<file path="src/hdl/assert_macros.svh">
// Assertion macros shared by the solver RTL.
// Depends on nothing; included by files that carry concurrent checks.
`ifndef ASSERT_MACROS_SVH
`define ASSERT_MACROS_SVH
// Implication checked at every clock edge outside reset.
`define ASSERT_IMPL(label, clk, rst_n, ante, cons) \
  label: assert property (@(posedge clk) disable iff (!rst_n) (ante) |-> (cons)) \
    else $error("assertion failed");
// Next-cycle implication checked outside reset.
`define ASSERT_NEXT(label, clk, rst_n, ante, cons) \
  label: assert property (@(posedge clk) disable iff (!rst_n) (ante) |=> (cons)) \
    else $error("assertion failed");
`endif

</file>
<file path="src/hdl/lcs_pkg.sv">
// Package for the linear congruence solver: payload structs, sizes, divider control.
// Depends on nothing.
`default_nettype none
package lcs_pkg;
  localparam int QUOT_DEPTH    = 64;
  localparam int MAX_SOLUTIONS = 64;
  localparam int QA_W = $clog2(QUOT_DEPTH);
  localparam int QC_W = $clog2(QUOT_DEPTH + 1);

  typedef struct packed {
    logic [30:0] coef_a;
    logic [30:0] rhs_b;
    logic [30:0] modulus;
  } lcs_in_t;

  typedef struct packed {
    logic        solvable;
    logic [30:0] solution;
    logic [5:0]  sol_index;
    logic [30:0] step;
    logic [30:0] sol_count;
    logic        truncated;
    logic        last;
  } lcs_out_t;

  // Divider request: 62-bit dividend by 31-bit divisor.
  typedef struct packed {
    logic        start;
    logic [61:0] dividend;
    logic [30:0] divisor;
  } lcs_div_req_t;

  typedef struct packed {
    logic        done;
    logic [61:0] quot;
    logic [30:0] rem;
  } lcs_div_rsp_t;
endpackage
`default_nettype wire

</file>
<file path="src/hdl/lcs_div.sv">
// Restoring bit-serial divider, one quotient bit per cycle.
// Depends on lcs_pkg and assert_macros.svh.
`default_nettype none
`include "assert_macros.svh"
module lcs_div import lcs_pkg::*; (
  input  wire logic   clk,
  input  wire logic   rst_n,
  input  lcs_div_req_t req,
  output lcs_div_rsp_t rsp
);
  logic        busy_r, busy_nxt;
  logic [5:0]  cnt_r, cnt_nxt;
  logic [61:0] q_r, q_nxt;
  logic [31:0] rem_r, rem_nxt;
  logic [30:0] d_r, d_nxt;
  logic        done_r, done_nxt;
  logic [31:0] trial;

  always_comb begin
    busy_nxt = busy_r;
    cnt_nxt  = cnt_r;
    q_nxt    = q_r;
    rem_nxt  = rem_r;
    d_nxt    = d_r;
    done_nxt = 1'b0;
    trial    = {rem_r[30:0], q_r[61]};
    if (req.start) begin
      busy_nxt = 1'b1;
      cnt_nxt  = 6'd0;
      q_nxt    = req.dividend;
      rem_nxt  = 32'd0;
      d_nxt    = req.divisor;
    end else if (busy_r) begin
      if (trial >= {1'b0, d_r}) begin
        rem_nxt = trial - {1'b0, d_r};
        q_nxt   = {q_r[60:0], 1'b1};
      end else begin
        rem_nxt = trial;
        q_nxt   = {q_r[60:0], 1'b0};
      end
      cnt_nxt = cnt_r + 6'd1;
      if (cnt_r == 6'd61) begin
        busy_nxt = 1'b0;
        done_nxt = 1'b1;
      end
    end
  end

  always_ff @(posedge clk) begin
    if (!rst_n) begin
      busy_r <= 1'b0;
      done_r <= 1'b0;
      cnt_r  <= 6'd0;
    end else begin
      busy_r <= busy_nxt;
      done_r <= done_nxt;
      cnt_r  <= cnt_nxt;
    end
    q_r   <= q_nxt;
    rem_r <= rem_nxt;
    d_r   <= d_nxt;
  end

  assign rsp.done = done_r;
  assign rsp.quot = q_r;
  assign rsp.rem  = rem_r[30:0];

  `ASSERT_IMPL(a_done_after_busy, clk, rst_n, rsp.done, !busy_r)
  `ASSERT_IMPL(a_rem_below_div, clk, rst_n, rsp.done, rem_r < {1'b0, d_r})
  `ASSERT_IMPL(a_start_when_idle, clk, rst_n, req.start, !busy_r)
endmodule
`default_nettype wire

</file>
<file path="config.mk">
export PLATFORM = sky130hd
export DESIGN_NAME = lcs_div
export DESIGN_NICKNAME = d
export VERILOG_FILES = /design/src/hdl/lcs_pkg.sv /design/src/hdl/lcs_div.sv
export VERILOG_INCLUDE_DIRS = /design/src /design/src/hdl
export SDC_FILE = /design/constraint.sdc
export NUM_CORES = 1
export LEC_CHECK = 0
export BUFFER_PORTS_ARGS = -buffer_cell sky130_fd_sc_hd__buf_2
export CORE_MARGIN = 5
export CORE_UTILIZATION = 50
export DETAILED_ROUTE_END_ITERATION = 8
export PLACE_DENSITY = 0.78
export SYNTH_ARGS = -nofsm -noshare
export SYNTH_HDL_FRONTEND = slang
export SYNTH_SLANG_ARGS = --single-unit
</file>
<file path="constraint.sdc">
create_clock -name clk -period 3.2 [get_ports clk]
set_input_delay 0.64 -clock clk [delete_from_list [all_inputs] [get_ports clk]]
set_output_delay 0.64 -clock clk [all_outputs]
set_load 0.03 [all_outputs]
</file>
==> run metrics <==
total CTS buffers 17; CTS tree built; critical path required time 3.55 ns; Crit. End Element flip-flop; ratio of cells with drive above 1 in the final layout 36.8%; Synth top area share 39.8%; post-synth top area cell edfxtp_1; post-route antenna net violation count 0; setup TNS 0 ns; cts hold-fix bufs 0; Worst Path Max Fanout 5; largest net degree at the start of global routing 66; Design Area, Final 8780 sq um; Initial DRC Count 424; clock sink count 132; biggest area contributors in the synthesized netlist edfxtp_1 (40%), dfxtp_1 (11%), mux2_2 (9.9%); #FFs+latches synth 132; Crit path max-delay family compound AO/OA/AOI/OAI gates; initial antenna violation count 0; met1 GRT Util 26.7%; Vias/cell 5.50; crit path DAT 3.40 ns; Worst-Margin Slew 0.598 ns; RSZ-0062 raised after global routing no; Worst Slack Setup Final 0.156 ns; fin cells 1012; Die Ht 128 microns; period utilisation layout 95.1%; Routed WL 17400 microns; syn_area_per_cell 11.2 sq um; Area Overhead vs Synth 25.2%; Buf/Inv on CP 0; Clk Latency, worst-skew pair 0.42 ns; Setup-failing EPs final 0; Post-synth EDFFs 93; vias in the first global route 5608; Final Power 5.06 mW; CTS root buf clkbuf_16; CP Cell Sequence ha_1 -> a21oi_1 -> a211o_1 -> a31o_2 -> a2111oi_4 -> o211ai_2 -> a311o_1 -> or4_1 -> a21oi_1; Fin Clk Skew 0.0139 ns; status complete, no violations; die width 128 microns; CP Class reg -> reg; max-slew violation count 0; crit-path most repeated cell a21oi_1; DRT Pass-1 Iters 5; grt ovf 0; Most Used Layer, Global Route met2; class of the worst hold path in -> reg; via count 5566; CTS clock-pin slew for the worst setup and hold paths 0.06 ns; diode count 0; Mapped Area 7020 sq um; VDD IR-drop max 392 uV; DRC errors left 0; Top FF cell, synth edfxtp_1; RePlAce Congestion 0.859; M2 GR Usage 34.7%; H-tree depth 4; Final Critical Period 3.04 ns; Die Area 16500 sq um; GRT Util Overall 21.5%; final hold violations 0; IO Port Bufs 189; max frequency 0.329 GHz; fillers 1138; # placed instances 980; Top-Level Pins 190; first-pass GRT wire length 27900 microns; Placement Setup Slack 0.193 ns; clk buf depth 2; syn nets 757; Max Cap Viol 0; crit start category flip-flop; CP max stage cell or4_1; Starting Density 50.8%; dpl cell area 8210 sq um; Synth Warn # 0; post-synthesis cell type count 64; PwrDens 576 nW/um^2; row count 43; static leakage 3.75 nW; Async SR Flop Fraction 0%; Relative slew margins 59.6%; DP Wirelength 12900 microns; post-synthesis sequential area ratio 50.9%; CP max stage delay 0.47 ns; M3 GR Usage 8.09%; final net count 949; Mapped Cells 627; core area 13800 sq um; Wirelength per Cell 17.2 microns
-- cell usage in the layout, fill, tap and decap left out, types with 15 or more instances in the layout --
cell and count:
buf_2 188, edfxtp_1 93, mux2_2 62, nor2_1 49, nand2_1 48, inv_1 41
dfxtp_1 38, ha_1 33, a21oi_1 30, clkbuf_16 17, a211oi_1 15, xnor2_1 15
-- repair_timing --
item	4_1_cts	5_1_grt
endpoints found under the setup margin	0	9
resized for setup	0	2
buffers inserted	0	0
hold endpoints to repair	0	0
-- power by group --
group / total, mW / internal [mW] / switching [mW]
Clock: 1.87 / 1.15 / 0.728
Sequential: 2.10 / 2.00 / 0.0912
Combinational: 1.09 / 0.421 / 0.670
-- cell families (layout without fill, tap and decap cells) --
| group | Yosys count | after routing | synth area share, % |
|---|---|---|---|
| XOR/XNOR | 27 | 27 | 3.37 |
| flip-flops | 132 | 132 | 50.9 |
| buffers and inverters | 72 | 277 | 4.08 |
| multiplexers | 76 | 76 | 11.9 |
| adder cells (fa/ha/maj) | 34 | 34 | 6.17 |
| AND/OR/NAND/NOR | 157 | 157 | 10.5 |
| AO/OA/AOI/OAI | 129 | 129 | 13.0 |
-- layout make-up --
class | instances | area [sq um] | area share [%]
clock buffers | 20 | 437 | 4.97
flip-flops and latches | 132 | 3570 | 40.7
multi-input cells | 423 | 3170 | 36.1
repair buffers | 203 | 1090 | 12.4
clock inverters | 12 | 131 | 1.50
inverters | 42 | 158 | 1.79
well taps | 180 | 225 | 2.56
-- synth_stat cells, types with 8 or more instances --
master,instances
mux2i_1,14
a21o_1,8
xor2_1,12
a21oi_1,30
mux2_2,62
nor3_1,9
dfxtp_1,39
a211oi_1,15
nor2_1,50
ha_1,33
o21ai_0,11
a31oi_1,9
clkbuf_1,24
nand2_1,48
xnor2_1,15
a311oi_1,9
edfxtp_1,93
inv_1,41
-- final timing paths --
check | cells after the start | slack (ns) | to | from
max | 9 | 0.16 | rem_r[27] | rem_r[1]
min | 1 | 0.39 | d_r[27] | req[27]
max reg2reg | 9 | 0.16 | rem_r[27] | rem_r[1]
min reg2reg | 2 | 0.49 | cnt_r[5] | cnt_r[5]
-- routing by layer --
| metal | part of all wire [%] | wire length, microns |
|---|---|---|
| met1 | 41 | 7210 |
| met2 | 48 | 8330 |
| met3 | 9.4 | 1640 |
| met4 | 1.5 | 255 |
| met5 | 0 | 0 |
-- sequential cells by signal (all words and copies together) (netlist names) --
name	cells
d_r	31
rem_r	31
busy_r	1
q_r	62
done_r	1
cnt_r	6
-- metrics by stage --
stage          hold slack (ns)  util [%]
2_1_floorplan            0.458         -
4_1_cts                  0.374      63.5
3_3_place_gp             0.476      59.4
3_5_place_dp             0.482      59.4
5_1_grt                  0.372      63.5
6_report                 0.388      63.5
No activity file was read; power rests on OpenSTA's default activity.
